**src/rtl/assert_macros.svh**
```systemverilog
`ifndef ASSERT_MACROS_SVH
`define ASSERT_MACROS_SVH

// antecedent implies consequent in the same cycle
`define ASSERT_IMPLIES(lbl, ck, rn, a, c, msg) \
  lbl: assert property (@(posedge ck) disable iff (!rn) (a) |-> (c)) \
    else $error(msg);

// property holds on every cycle out of reset
`define ASSERT_ALWAYS(lbl, ck, rn, c, msg) \
  `ASSERT_IMPLIES(lbl, ck, rn, 1'b1, c, msg)

`endif

```
**src/rtl/iidl_pkg.sv**
```systemverilog
`timescale 1ns / 1ps

package iidl_pkg;

  localparam int KIND_W = 3;
  localparam int POS_W  = 5;
  localparam int WORD_W = 32;
  localparam int CNT_W  = 5;
  localparam int STAT_W = 2;

  localparam logic [KIND_W-1:0] KIND_APPEND = 3'd0;
  localparam logic [KIND_W-1:0] KIND_INSERT = 3'd1;
  localparam logic [KIND_W-1:0] KIND_DELETE = 3'd2;
  localparam logic [KIND_W-1:0] KIND_EDIT   = 3'd3;
  localparam logic [KIND_W-1:0] KIND_READ   = 3'd4;

  localparam logic [STAT_W-1:0] ST_DONE      = 2'd0;
  localparam logic [STAT_W-1:0] ST_BAD_INDEX = 2'd1;
  localparam logic [STAT_W-1:0] ST_FULL      = 2'd2;

  localparam logic [CNT_W-1:0] MAX_RESET = 5'd16;

  typedef enum logic [3:0] {
    ACT_NONE,
    ACT_LOAD,
    ACT_APPEND,
    ACT_EDIT,
    ACT_READ,
    ACT_INIT,
    ACT_SH_RD,
    ACT_SH_WR,
    ACT_PUT,
    ACT_DEC,
    ACT_CAPTURE,
    ACT_EMIT
  } act_t;

  typedef struct packed {
    act_t act;
  } cmd_t;

  typedef struct packed {
    logic [KIND_W-1:0] kind;
    logic              ok;
    logic              no_shift;
    logic              last;
    logic              out_free;
  } sts_t;

endpackage

```
**src/rtl/iidl_in_if.sv**
```systemverilog
`timescale 1ns / 1ps

interface iidl_in_if
  import iidl_pkg::*;
();
  logic                     valid;
  logic                     ready;
  logic [KIND_W-1:0]        kind;
  logic [POS_W-1:0]         position;
  logic signed [WORD_W-1:0] value;

  modport source (output valid, kind, position, value, input ready);
  modport sink   (input valid, kind, position, value, output ready);
endinterface

```
**src/rtl/iidl_out_if.sv**
```systemverilog
`timescale 1ns / 1ps

interface iidl_out_if
  import iidl_pkg::*;
();
  logic                     valid;
  logic                     ready;
  logic signed [WORD_W-1:0] read_value;
  logic [CNT_W-1:0]         entry_count;
  logic                     full_res;
  logic                     empty_res;
  logic [STAT_W-1:0]        status;

  modport source (output valid, read_value, entry_count, full_res, empty_res, status,
                  input ready);
  modport sink   (input valid, read_value, entry_count, full_res, empty_res, status,
                  output ready);
endinterface

```
**src/rtl/iidl_ram.sv**
```systemverilog
`timescale 1ns / 1ps

module iidl_ram #(
  parameter int WIDTH = 32,
  parameter int DEPTH = 16
) (
  input  logic                     clk,
  input  logic                     we,
  input  logic [$clog2(DEPTH)-1:0] waddr,
  input  logic [WIDTH-1:0]         wdata,
  input  logic [$clog2(DEPTH)-1:0] raddr,
  output logic [WIDTH-1:0]         rdata
);

  logic [WIDTH-1:0] mem [DEPTH];

  always_ff @(posedge clk) begin
    if (we) begin
      mem[waddr] <= wdata;
    end
    rdata <= mem[raddr];
  end

endmodule

```
**src/rtl/iidl_dp.sv**
```systemverilog
`timescale 1ns / 1ps
`include "assert_macros.svh"

module iidl_dp
  import iidl_pkg::*;
#(
  parameter int CAPACITY = 16
) (
  input  logic                     clk,
  input  logic                     rst_n,
  input  logic                     cfg_we,
  input  logic [CNT_W-1:0]         cfg_wdata,
  input  logic [KIND_W-1:0]        in_kind,
  input  logic [POS_W-1:0]         in_position,
  input  logic signed [WORD_W-1:0] in_value,
  input  cmd_t                     cmd,
  output sts_t                     sts,
  output logic                     out_valid,
  input  logic                     out_ready,
  output logic signed [WORD_W-1:0] out_read_value,
  output logic [CNT_W-1:0]         out_entry_count,
  output logic                     out_full_res,
  output logic                     out_empty_res,
  output logic [STAT_W-1:0]        out_status
);

  localparam int AW = $clog2(CAPACITY);
  localparam int XW = (AW > CNT_W) ? AW : CNT_W;
  localparam logic [CNT_W-1:0] CAP_LIM = (CAPACITY > 31) ? 5'd31 : CNT_W'(CAPACITY);

  function automatic logic [AW-1:0] to_addr(input logic [CNT_W-1:0] x);
    logic [XW-1:0] e;
    e = XW'(x);
    return e[AW-1:0];
  endfunction

  logic [CNT_W-1:0]         max_r, max_nxt;
  logic [CNT_W-1:0]         cnt_r, cnt_nxt;
  logic                     out_valid_r, out_valid_nxt;
  logic [KIND_W-1:0]        kind_r, kind_nxt;
  logic [POS_W-1:0]         pos_r, pos_nxt;
  logic signed [WORD_W-1:0] val_r, val_nxt;
  logic [STAT_W-1:0]        st_r, st_nxt;
  logic [CNT_W-1:0]         idx_r, idx_nxt;
  logic signed [WORD_W-1:0] rv_r, rv_nxt;
  logic signed [WORD_W-1:0] ord_r, ord_nxt;
  logic [CNT_W-1:0]         ocnt_r, ocnt_nxt;
  logic                     ofull_r, ofull_nxt;
  logic                     oempty_r, oempty_nxt;
  logic [STAT_W-1:0]        ost_r, ost_nxt;

  logic [CNT_W-1:0]  lim;
  logic [STAT_W-1:0] ld_st;
  logic              is_ins;

  logic              ram_we;
  logic [AW-1:0]     ram_waddr;
  logic [WORD_W-1:0] ram_wdata;
  logic [AW-1:0]     ram_raddr;
  logic [WORD_W-1:0] ram_rdata;

  always_comb begin
    if (max_r == '0) begin
      lim = 5'd1;
    end else if (max_r > CAP_LIM) begin
      lim = CAP_LIM;
    end else begin
      lim = max_r;
    end
  end

  always_comb begin
    ld_st = ST_DONE;
    unique case (in_kind)
      KIND_APPEND: begin
        if (cnt_r >= lim) ld_st = ST_FULL;
      end
      KIND_INSERT: begin
        if (in_position > cnt_r) begin
          ld_st = ST_BAD_INDEX;
        end else if (cnt_r >= lim) begin
          ld_st = ST_FULL;
        end
      end
      KIND_DELETE, KIND_EDIT, KIND_READ: begin
        if (in_position >= cnt_r) ld_st = ST_BAD_INDEX;
      end
      default: ld_st = ST_DONE;
    endcase
  end

  assign is_ins = (kind_r == KIND_INSERT);

  assign sts.kind     = kind_r;
  assign sts.ok       = (st_r == ST_DONE);
  assign sts.no_shift = is_ins ? (pos_r == cnt_r)
                               : (({1'b0, pos_r} + 6'd1) == {1'b0, cnt_r});
  assign sts.last     = is_ins ? ((idx_r - 5'd1) == pos_r)
                               : (({1'b0, idx_r} + 6'd2) == {1'b0, cnt_r});
  assign sts.out_free = !out_valid_r || out_ready;

  always_comb begin
    max_nxt       = max_r;
    cnt_nxt       = cnt_r;
    out_valid_nxt = out_valid_r;
    kind_nxt      = kind_r;
    pos_nxt       = pos_r;
    val_nxt       = val_r;
    st_nxt        = st_r;
    idx_nxt       = idx_r;
    rv_nxt        = rv_r;
    ord_nxt       = ord_r;
    ocnt_nxt      = ocnt_r;
    ofull_nxt     = ofull_r;
    oempty_nxt    = oempty_r;
    ost_nxt       = ost_r;
    ram_we        = 1'b0;
    ram_waddr     = to_addr(pos_r);
    ram_wdata     = val_r;
    ram_raddr     = to_addr(pos_r);

    if (cfg_we) max_nxt = cfg_wdata;
    if (out_valid_r && out_ready) out_valid_nxt = 1'b0;

    unique case (cmd.act)
      ACT_NONE: begin
      end
      ACT_LOAD: begin
        kind_nxt = in_kind;
        pos_nxt  = in_position;
        val_nxt  = in_value;
        st_nxt   = ld_st;
        rv_nxt   = '0;
      end
      ACT_APPEND: begin
        ram_we    = 1'b1;
        ram_waddr = to_addr(cnt_r);
        cnt_nxt   = cnt_r + 5'd1;
      end
      ACT_EDIT: begin
        ram_we = 1'b1;
      end
      ACT_READ: begin
        ram_raddr = to_addr(pos_r);
      end
      ACT_INIT: begin
        idx_nxt = is_ins ? cnt_r : pos_r;
      end
      ACT_SH_RD: begin
        ram_raddr = is_ins ? to_addr(idx_r - 5'd1) : to_addr(idx_r + 5'd1);
      end
      ACT_SH_WR: begin
        ram_we    = 1'b1;
        ram_waddr = to_addr(idx_r);
        ram_wdata = ram_rdata;
        if (is_ins) begin
          idx_nxt = idx_r - 5'd1;
        end else begin
          idx_nxt = idx_r + 5'd1;
          if (sts.last) cnt_nxt = cnt_r - 5'd1;
        end
      end
      ACT_PUT: begin
        ram_we  = 1'b1;
        cnt_nxt = cnt_r + 5'd1;
      end
      ACT_DEC: begin
        cnt_nxt = cnt_r - 5'd1;
      end
      ACT_CAPTURE: begin
        rv_nxt = ram_rdata;
      end
      ACT_EMIT: begin
        ord_nxt       = rv_r;
        ocnt_nxt      = cnt_r;
        ofull_nxt     = (cnt_r >= lim);
        oempty_nxt    = (cnt_r == '0);
        ost_nxt       = st_r;
        out_valid_nxt = 1'b1;
      end
      default: begin
      end
    endcase
  end

  always_ff @(posedge clk) begin
    if (!rst_n) begin
      max_r       <= MAX_RESET;
      cnt_r       <= '0;
      out_valid_r <= 1'b0;
    end else begin
      max_r       <= max_nxt;
      cnt_r       <= cnt_nxt;
      out_valid_r <= out_valid_nxt;
    end
    kind_r   <= kind_nxt;
    pos_r    <= pos_nxt;
    val_r    <= val_nxt;
    st_r     <= st_nxt;
    idx_r    <= idx_nxt;
    rv_r     <= rv_nxt;
    ord_r    <= ord_nxt;
    ocnt_r   <= ocnt_nxt;
    ofull_r  <= ofull_nxt;
    oempty_r <= oempty_nxt;
    ost_r    <= ost_nxt;
  end

  iidl_ram #(
    .WIDTH (WORD_W),
    .DEPTH (CAPACITY)
  ) u_ram (
    .clk   (clk),
    .we    (ram_we),
    .waddr (ram_waddr),
    .wdata (ram_wdata),
    .raddr (ram_raddr),
    .rdata (ram_rdata)
  );

  assign out_valid       = out_valid_r;
  assign out_read_value  = ord_r;
  assign out_entry_count = ocnt_r;
  assign out_full_res    = ofull_r;
  assign out_empty_res   = oempty_r;
  assign out_status      = ost_r;

  `ASSERT_ALWAYS(a_cnt_bound, clk, rst_n, cnt_r <= CAP_LIM, "count beyond capacity")
  `ASSERT_IMPLIES(a_emit_free, clk, rst_n, cmd.act == ACT_EMIT, !out_valid_r || out_ready, "result overwritten")
  `ASSERT_IMPLIES(a_grow_room, clk, rst_n, cmd.act == ACT_PUT || cmd.act == ACT_APPEND, cnt_r < lim, "grow on full list")
  `ASSERT_IMPLIES(a_dec_nonempty, clk, rst_n, cmd.act == ACT_DEC, cnt_r != '0, "shrink on empty list")

endmodule

```
**src/rtl/iidl_ctrl.sv**
```systemverilog
`timescale 1ns / 1ps

module iidl_ctrl
  import iidl_pkg::*;
(
  input  logic clk,
  input  logic rst_n,
  input  logic in_valid,
  output logic in_ready,
  input  sts_t sts,
  output cmd_t cmd
);

  typedef enum logic [2:0] {
    S_IDLE,
    S_DECODE,
    S_SH_RD,
    S_SH_WR,
    S_PUT,
    S_RD_WAIT,
    S_FINISH
  } state_t;

  state_t state_r, state_nxt;
  logic   in_ready_r;

  always_comb begin
    state_nxt = state_r;
    cmd.act   = ACT_NONE;
    unique case (state_r)
      S_IDLE: begin
        if (in_valid && in_ready_r) begin
          cmd.act   = ACT_LOAD;
          state_nxt = S_DECODE;
        end
      end
      S_DECODE: begin
        state_nxt = S_FINISH;
        if (sts.ok) begin
          unique case (sts.kind)
            KIND_APPEND: cmd.act = ACT_APPEND;
            KIND_INSERT: begin
              if (sts.no_shift) begin
                state_nxt = S_PUT;
              end else begin
                cmd.act   = ACT_INIT;
                state_nxt = S_SH_RD;
              end
            end
            KIND_DELETE: begin
              if (sts.no_shift) begin
                cmd.act = ACT_DEC;
              end else begin
                cmd.act   = ACT_INIT;
                state_nxt = S_SH_RD;
              end
            end
            KIND_EDIT: cmd.act = ACT_EDIT;
            KIND_READ: begin
              cmd.act   = ACT_READ;
              state_nxt = S_RD_WAIT;
            end
            default: cmd.act = ACT_NONE;
          endcase
        end
      end
      S_SH_RD: begin
        cmd.act   = ACT_SH_RD;
        state_nxt = S_SH_WR;
      end
      S_SH_WR: begin
        cmd.act = ACT_SH_WR;
        if (!sts.last) begin
          state_nxt = S_SH_RD;
        end else if (sts.kind == KIND_INSERT) begin
          state_nxt = S_PUT;
        end else begin
          state_nxt = S_FINISH;
        end
      end
      S_PUT: begin
        cmd.act   = ACT_PUT;
        state_nxt = S_FINISH;
      end
      S_RD_WAIT: begin
        cmd.act   = ACT_CAPTURE;
        state_nxt = S_FINISH;
      end
      S_FINISH: begin
        if (sts.out_free) begin
          cmd.act   = ACT_EMIT;
          state_nxt = S_IDLE;
        end
      end
      default: state_nxt = S_IDLE;
    endcase
  end

  always_ff @(posedge clk) begin
    if (!rst_n) begin
      state_r    <= S_IDLE;
      in_ready_r <= 1'b0;
    end else begin
      state_r    <= state_nxt;
      in_ready_r <= (state_nxt == S_IDLE);
    end
  end

  assign in_ready = in_ready_r;

endmodule

```
**src/rtl/indexed_insert_delete_list_top.sv**
```systemverilog
// channel | dir | payload                                             | transfer
// in_ch   | in  | kind, position, value                               | valid & ready
// out_ch  | out | read_value, entry_count, full_res, empty_res, status | valid & ready
// cfg     | in  | cfg_wdata (max_entries)                             | cfg_we
//
// One item at a time: load, decode, finish; finish emits once the output is free.
// Read adds a capture; insert/delete shift entries as read-write pairs, then insert puts.
// Entries sit in a RAM with registered read; each shift move is a read then a write.
// Reset (sync, rst_n low): count 0, limit 16; entries unset until written.
// A stalled result holds in the output register; the next item is taken meanwhile.
`timescale 1ns / 1ps

module indexed_insert_delete_list_top
  import iidl_pkg::*;
#(
  parameter int CAPACITY = 16
) (
  input  logic             clk,
  input  logic             rst_n,
  input  logic             cfg_we,
  input  logic [CNT_W-1:0] cfg_wdata,
  iidl_in_if.sink          in_ch,
  iidl_out_if.source       out_ch
);

  cmd_t cmd;
  sts_t sts;

  iidl_ctrl u_ctrl (
    .clk      (clk),
    .rst_n    (rst_n),
    .in_valid (in_ch.valid),
    .in_ready (in_ch.ready),
    .sts      (sts),
    .cmd      (cmd)
  );

  iidl_dp #(
    .CAPACITY (CAPACITY)
  ) u_dp (
    .clk             (clk),
    .rst_n           (rst_n),
    .cfg_we          (cfg_we),
    .cfg_wdata       (cfg_wdata),
    .in_kind         (in_ch.kind),
    .in_position     (in_ch.position),
    .in_value        (in_ch.value),
    .cmd             (cmd),
    .sts             (sts),
    .out_valid       (out_ch.valid),
    .out_ready       (out_ch.ready),
    .out_read_value  (out_ch.read_value),
    .out_entry_count (out_ch.entry_count),
    .out_full_res    (out_ch.full_res),
    .out_empty_res   (out_ch.empty_res),
    .out_status      (out_ch.status)
  );

endmodule
```
**src/flat_wrapper.sv**
```systemverilog
// flat-port wrapper written by rule: the top's interface ports become plain ports
module indexed_insert_delete_list_top_flat import iidl_pkg::*;
#(
  parameter int CAPACITY = 16
)
  (clk, rst_n, cfg_we, cfg_wdata, in_ch_valid, in_ch_kind, in_ch_position, in_ch_value, in_ch_ready, out_ch_valid, out_ch_read_value, out_ch_entry_count, out_ch_full_res, out_ch_empty_res, out_ch_status, out_ch_ready);
  iidl_in_if in_ch_i ();
  iidl_out_if out_ch_i ();
  input  logic clk;
  input  logic rst_n;
  input  logic cfg_we;
  input  logic [CNT_W-1:0] cfg_wdata;
  input wire logic [$bits(in_ch_i.valid)-1:0] in_ch_valid;
  input wire logic [$bits(in_ch_i.kind)-1:0] in_ch_kind;
  input wire logic [$bits(in_ch_i.position)-1:0] in_ch_position;
  input wire logic [$bits(in_ch_i.value)-1:0] in_ch_value;
  output wire logic [$bits(in_ch_i.ready)-1:0] in_ch_ready;
  output wire logic [$bits(out_ch_i.valid)-1:0] out_ch_valid;
  output wire logic [$bits(out_ch_i.read_value)-1:0] out_ch_read_value;
  output wire logic [$bits(out_ch_i.entry_count)-1:0] out_ch_entry_count;
  output wire logic [$bits(out_ch_i.full_res)-1:0] out_ch_full_res;
  output wire logic [$bits(out_ch_i.empty_res)-1:0] out_ch_empty_res;
  output wire logic [$bits(out_ch_i.status)-1:0] out_ch_status;
  input wire logic [$bits(out_ch_i.ready)-1:0] out_ch_ready;
  assign in_ch_i.valid = in_ch_valid;
  assign in_ch_i.kind = in_ch_kind;
  assign in_ch_i.position = in_ch_position;
  assign in_ch_i.value = in_ch_value;
  assign in_ch_ready = in_ch_i.ready;
  assign out_ch_valid = out_ch_i.valid;
  assign out_ch_read_value = out_ch_i.read_value;
  assign out_ch_entry_count = out_ch_i.entry_count;
  assign out_ch_full_res = out_ch_i.full_res;
  assign out_ch_empty_res = out_ch_i.empty_res;
  assign out_ch_status = out_ch_i.status;
  assign out_ch_i.ready = out_ch_ready;
  indexed_insert_delete_list_top #(.CAPACITY(CAPACITY)) u_core (.clk(clk), .rst_n(rst_n), .cfg_we(cfg_we), .cfg_wdata(cfg_wdata), .in_ch(in_ch_i), .out_ch(out_ch_i));
endmodule
```
**config.mk**
```make
export PLATFORM = sky130hd
export DESIGN_NAME = indexed_insert_delete_list_top_flat
export DESIGN_NICKNAME = d
export VERILOG_FILES = /design/src/rtl/iidl_pkg.sv /design/src/rtl/iidl_in_if.sv /design/src/rtl/iidl_out_if.sv /design/src/rtl/iidl_ram.sv /design/src/rtl/iidl_dp.sv /design/src/rtl/iidl_ctrl.sv /design/src/rtl/indexed_insert_delete_list_top.sv /design/src/flat_wrapper.sv
export VERILOG_INCLUDE_DIRS = /design/src /design/src/rtl
export SDC_FILE = /design/constraint.sdc
export NUM_CORES = 1
export LEC_CHECK = 0
export ABC_CLOCK_PERIOD_IN_PS = 18300
export BUFFER_PORTS_ARGS = -buffer_cell sky130_fd_sc_hd__buf_2
export CORE_MARGIN = 2
export CORE_UTILIZATION = 60
export DETAILED_ROUTE_END_ITERATION = 6
export GPL_ROUTABILITY_DRIVEN = 0
export MAX_ROUTING_LAYER = met4
export PLACE_DENSITY = 0.89
export SLEW_MARGIN = 20
export SYNTH_ARGS = -nofsm -noshare
export SYNTH_HDL_FRONTEND = slang
export SYNTH_SLANG_ARGS = --single-unit
```
**constraint.sdc**
```tcl
create_clock -name clk -period 18.3 [get_ports clk]
set_clock_uncertainty 0.05 [all_clocks]
set_input_delay 3.66 -clock clk [delete_from_list [all_inputs] [get_ports clk]]
set_output_delay 3.66 -clock clk [all_outputs]
set_load 0.02 [all_outputs]
```
==> impl_metrics.env <==
export IMPL_postLayoutCoreUtil_pct=68.0
export IMPL_violations="DRC"
export IMPL_cp_max_fo=84
export IMPL_async_flop_share_pct=0
export IMPL_timing_rr_start="u_core.u_dp.kind_r[2]"
export IMPL_required_ns=18.71
export IMPL_synth_compound_area_share_pct=7.61
export IMPL_area_growth_syn_to_layout_pct=11.1
export IMPL_die_area_um2=49400
export IMPL_numCtsBuffers=67
export IMPL_cap_violations=0
export IMPL_ys_seq_area_share_pct=69.7
export IMPL_port_buffers=92
export IMPL_synth_distinct_cells=65
export IMPL_synth_flop_cell="edfxtp_1"
export IMPL_cts_htree_levels=3
export IMPL_hp_class="register to register"
export IMPL_worstMarginPinSlew_ns=1.14
export IMPL_path_common_cell="buf_4"
export IMPL_synth_edf_count=632
export IMPL_max_slew_margin_pct=24.2
export IMPL_first_pass_iters=7
export IMPL_critical_path_class="register to register"
export IMPL_synthCells=2118
export IMPL_status="finished, violations left"
export IMPL_synth_top_family_by_area="simple AND/OR/NAND/NOR gates"
export IMPL_clk_pin_slew_ns=0.07
export IMPL_wl_um=64800
export IMPL_die_h_um=222
export IMPL_yosys_area_share_simple_pct=13.0
export IMPL_drt_iter0_markers=2466
export IMPL_die_w_um=222
export IMPL_pin_count=93
export IMPL_worst_path_max_delay_cell="xnor2_4"
export IMPL_grt_pass1_vias=17700
export IMPL_hold_buffers=0
export IMPL_core_area_um2=46800
export IMPL_antenna_found_initial=3
export IMPL_syn_avg_cell_area_um2=13.5
export IMPL_grt_max_degree=213
export IMPL_drv_slew=0
export IMPL_synth_fp_nets=2188
export IMPL_post_cts_buffers=0
export IMPL_grt_usage_pct=26.8
export IMPL_initial_core_util_pct=61.2
export IMPL_nNetsFinal=2237
export IMPL_setup_tns_ns=0
export IMPL_synth_fa_ha_area_share_pct=0.901
export IMPL_cpPeakStageDelay_ns=0.99
export IMPL_synthMuxAreaShare_pct=4.98
export IMPL_crit_path_end_kind="register"
export IMPL_clock_sinks=679
export IMPL_path_buf_inv=3
export IMPL_cp_start_kind="register"
export IMPL_synth_warnings=0
export IMPL_startpoint="u_core.u_dp.kind_r[2]"
export IMPL_drive_gt1_share_pct=12.9
export IMPL_crit_path_cell_trace="or3b_1 > xnor2_4 > o21a_4 > buf_4 > buf_4 > buf_16 > mux2_2 > o211a_1 > or4_1"
export IMPL_antenna_left=0
export IMPL_max_freq_mhz=159
export IMPL_overflow=0
export IMPL_clock_path_buffers=3
export IMPL_insertion_delay_ns=0.60
export IMPL_power_per_cell_area_nw_per_um2=136
export IMPL_grt_pass1_wl_um=99600
export IMPL_cts_root_buf="clkbuf_16"
export IMPL_ir_worst_vdd_mv=0.109
export IMPL_holdCritStartpoint="u_core.u_dp.rv_r[20]"
export IMPL_synthXorXnorAreaFrac_pct=0.678
export IMPL_vias_per_cell=6.31
export IMPL_drcViolationCount=2
export IMPL_dp_hpwl_um=35100
export IMPL_leakagePower_nw=12.0
export IMPL_timing_final_crit_share_pct=34.5
export IMPL_synth_area_um2=28600
export IMPL_cts_tree="done"
export IMPL_cp_top_family="buffers and inverters"
export IMPL_rows=79
export IMPL_vias=17900
export IMPL_wl_per_cell_um=22.9
export IMPL_crit_arrival_ns=6.72
export IMPL_setup_viol=0
export IMPL_hold_viol=0
export IMPL_ctsResizeCount=0
export IMPL_final_min_clock_period_ns=6.31
export IMPL_rsz0062_at_grt="false"
export IMPL_synth_seq_cells=679
-- through the flow --
stage	cells	hold slack [ns]	instance area, um^2	setup WS, ns	power (W)
CTS	2824	0.361	31600	11.94	0.00431
global route	2831	0.373	31800	11.74	0.00447
global placement	2700	0.351	29500	11.64	0.00290
detailed placement	2700	0.355	29500	11.52	0.00296
finish	2831	0.354	31800	11.99	0.00432
floorplan	2118	0.350	28600	5.77	0.00270
-- synth_stat cells, drive strengths merged, types with 4 or more instances --
library cell	n	area, um^2
nor2	126	473
o21a	5	37.5
a21o	6	45.0
a31oi	7	43.8
and2	37	231
edfxtp	632	19000
o211ai	67	503
a211oi	7	52.6
inv	45	169
xor2	7	61.3
nor4	5	31.3
o211a	34	340
mux2	34	383
o31a	97	850
ha	19	238
a21oi	12	60.1
nor3	18	90.1
dfxtp	47	941
or4	33	248
xnor2	13	133
nand3	15	75.1
mux2i	104	1040
nand4	4	25.0
clkbuf	109	420
buf	35	300
nand2	414	1550
o21ai	11	55.1
nor2b	15	93.8
a221oi	4	41.3
and3	103	644
nand2b	13	81.3
-- power by group --
group / internal [W] / switching (W) / total [W]
registers: 0.00188 / 0.0000663 / 0.00195
logic: 0.000347 / 0.000673 / 0.00102
clock network: 0.000779 / 0.000574 / 0.00135
total: 0.00301 / 0.00131 / 0.00432
-- per-layer routing --
metal | track usage, % | share of wire (%) | up-vias
met5 | - | 0 | -
met4 | 10.8 | 3.1 | 0
met3 | 4.10 | 9.1 | 164
met2 | 43.6 | 50 | 1036
met1 | 34.1 | 38 | 8745
li1 | - | - | 7907
-- cells in the final DEF (no fill, tap or decap), drive strengths merged, types with 7 or more instances in the layout --
master | synthesis | routed
a211oi | 7 | 7
a21oi | 12 | 12
a31oi | 7 | 7
and2 | 37 | 37
and3 | 103 | 103
buf | 35 | 124
clkbuf | 109 | 93
clkinv | 0 | 21
dfxtp | 47 | 47
edfxtp | 632 | 632
ha | 19 | 19
inv | 45 | 50
mux2 | 34 | 34
mux2i | 104 | 104
nand2 | 414 | 414
nand2b | 13 | 13
nand3 | 15 | 15
nor2 | 126 | 126
nor2b | 15 | 15
nor3 | 18 | 18
o211a | 34 | 34
o211ai | 67 | 67
o21ai | 11 | 11
o31a | 97 | 97
or4 | 33 | 33
xnor2 | 13 | 13
xor2 | 7 | 7
-- worst reg2reg max path, stage by stage (launching register included) --
cell	delay, ns
edfxtp_1	0.53
or3b_1	0.74
xnor2_4	1.00
o21a_4	0.82
buf_4	0.92
buf_4	0.61
buf_16	0.32
mux2_2	0.43
o211a_1	0.23
or4_1	0.54
-- sequential cells by signal, summed over array words and instances (netlist names) --
name,count
u_core.u_ctrl.in_ready,1
u_core.u_dp.u_ram.rdata,32
u_core.u_dp.rv_r,32
u_core.u_dp.out_full_res,1
u_core.u_dp.st_r,2
u_core.u_dp.out_entry_count,5
u_core.u_dp.pos_r,5
u_core.u_dp.u_ram.mem,512
u_core.u_dp.cnt_r,5
u_core.u_dp.kind_r,3
u_core.u_dp.out_valid,1
u_core.u_dp.out_empty_res,1
u_core.u_dp.val_r,32
u_core.u_dp.idx_r,5
u_core.u_ctrl.state_r,3
u_core.u_dp.out_read_value,32
u_core.u_dp.max_r,5
u_core.u_dp.out_status,2
-- layout make-up --
class	instances	area, um^2
diodes	2	5.00
clock buffers	93	1880
clock inverters	31	274
fillers	2835	15000
inverters	45	169
multi-input cells	1250	7950
flip-flops and latches	679	19900
well taps	607	759
repair buffers	124	821
-- cell families (layout without fill, tap and decap cells) --
| family | count (synthesis) | count (layout) |
|---|---|---|
| AND/OR/NAND/NOR | 805 | 805 |
| flip-flops | 679 | 679 |
| AO/OA/AOI/OAI | 267 | 267 |
| other | 0 | 2 |
| multiplexers | 138 | 138 |
| buffers and inverters | 189 | 293 |
| XOR/XNOR | 20 | 20 |
| adder cells (fa/ha/maj) | 20 | 20 |
-- worst paths after layout --
path	end	slack, ns	depth (start not counted)
worst max-delay path	u_core.u_dp.u_ram.rdata[20]	11.99	9
worst min-delay path	u_core.u_dp.out_read_value[20]	0.35	0
worst max register to register	u_core.u_dp.u_ram.rdata[20]	11.99	9
worst min register to register	u_core.u_dp.out_read_value[20]	0.35	0
(Power assumes the default switching activity.)
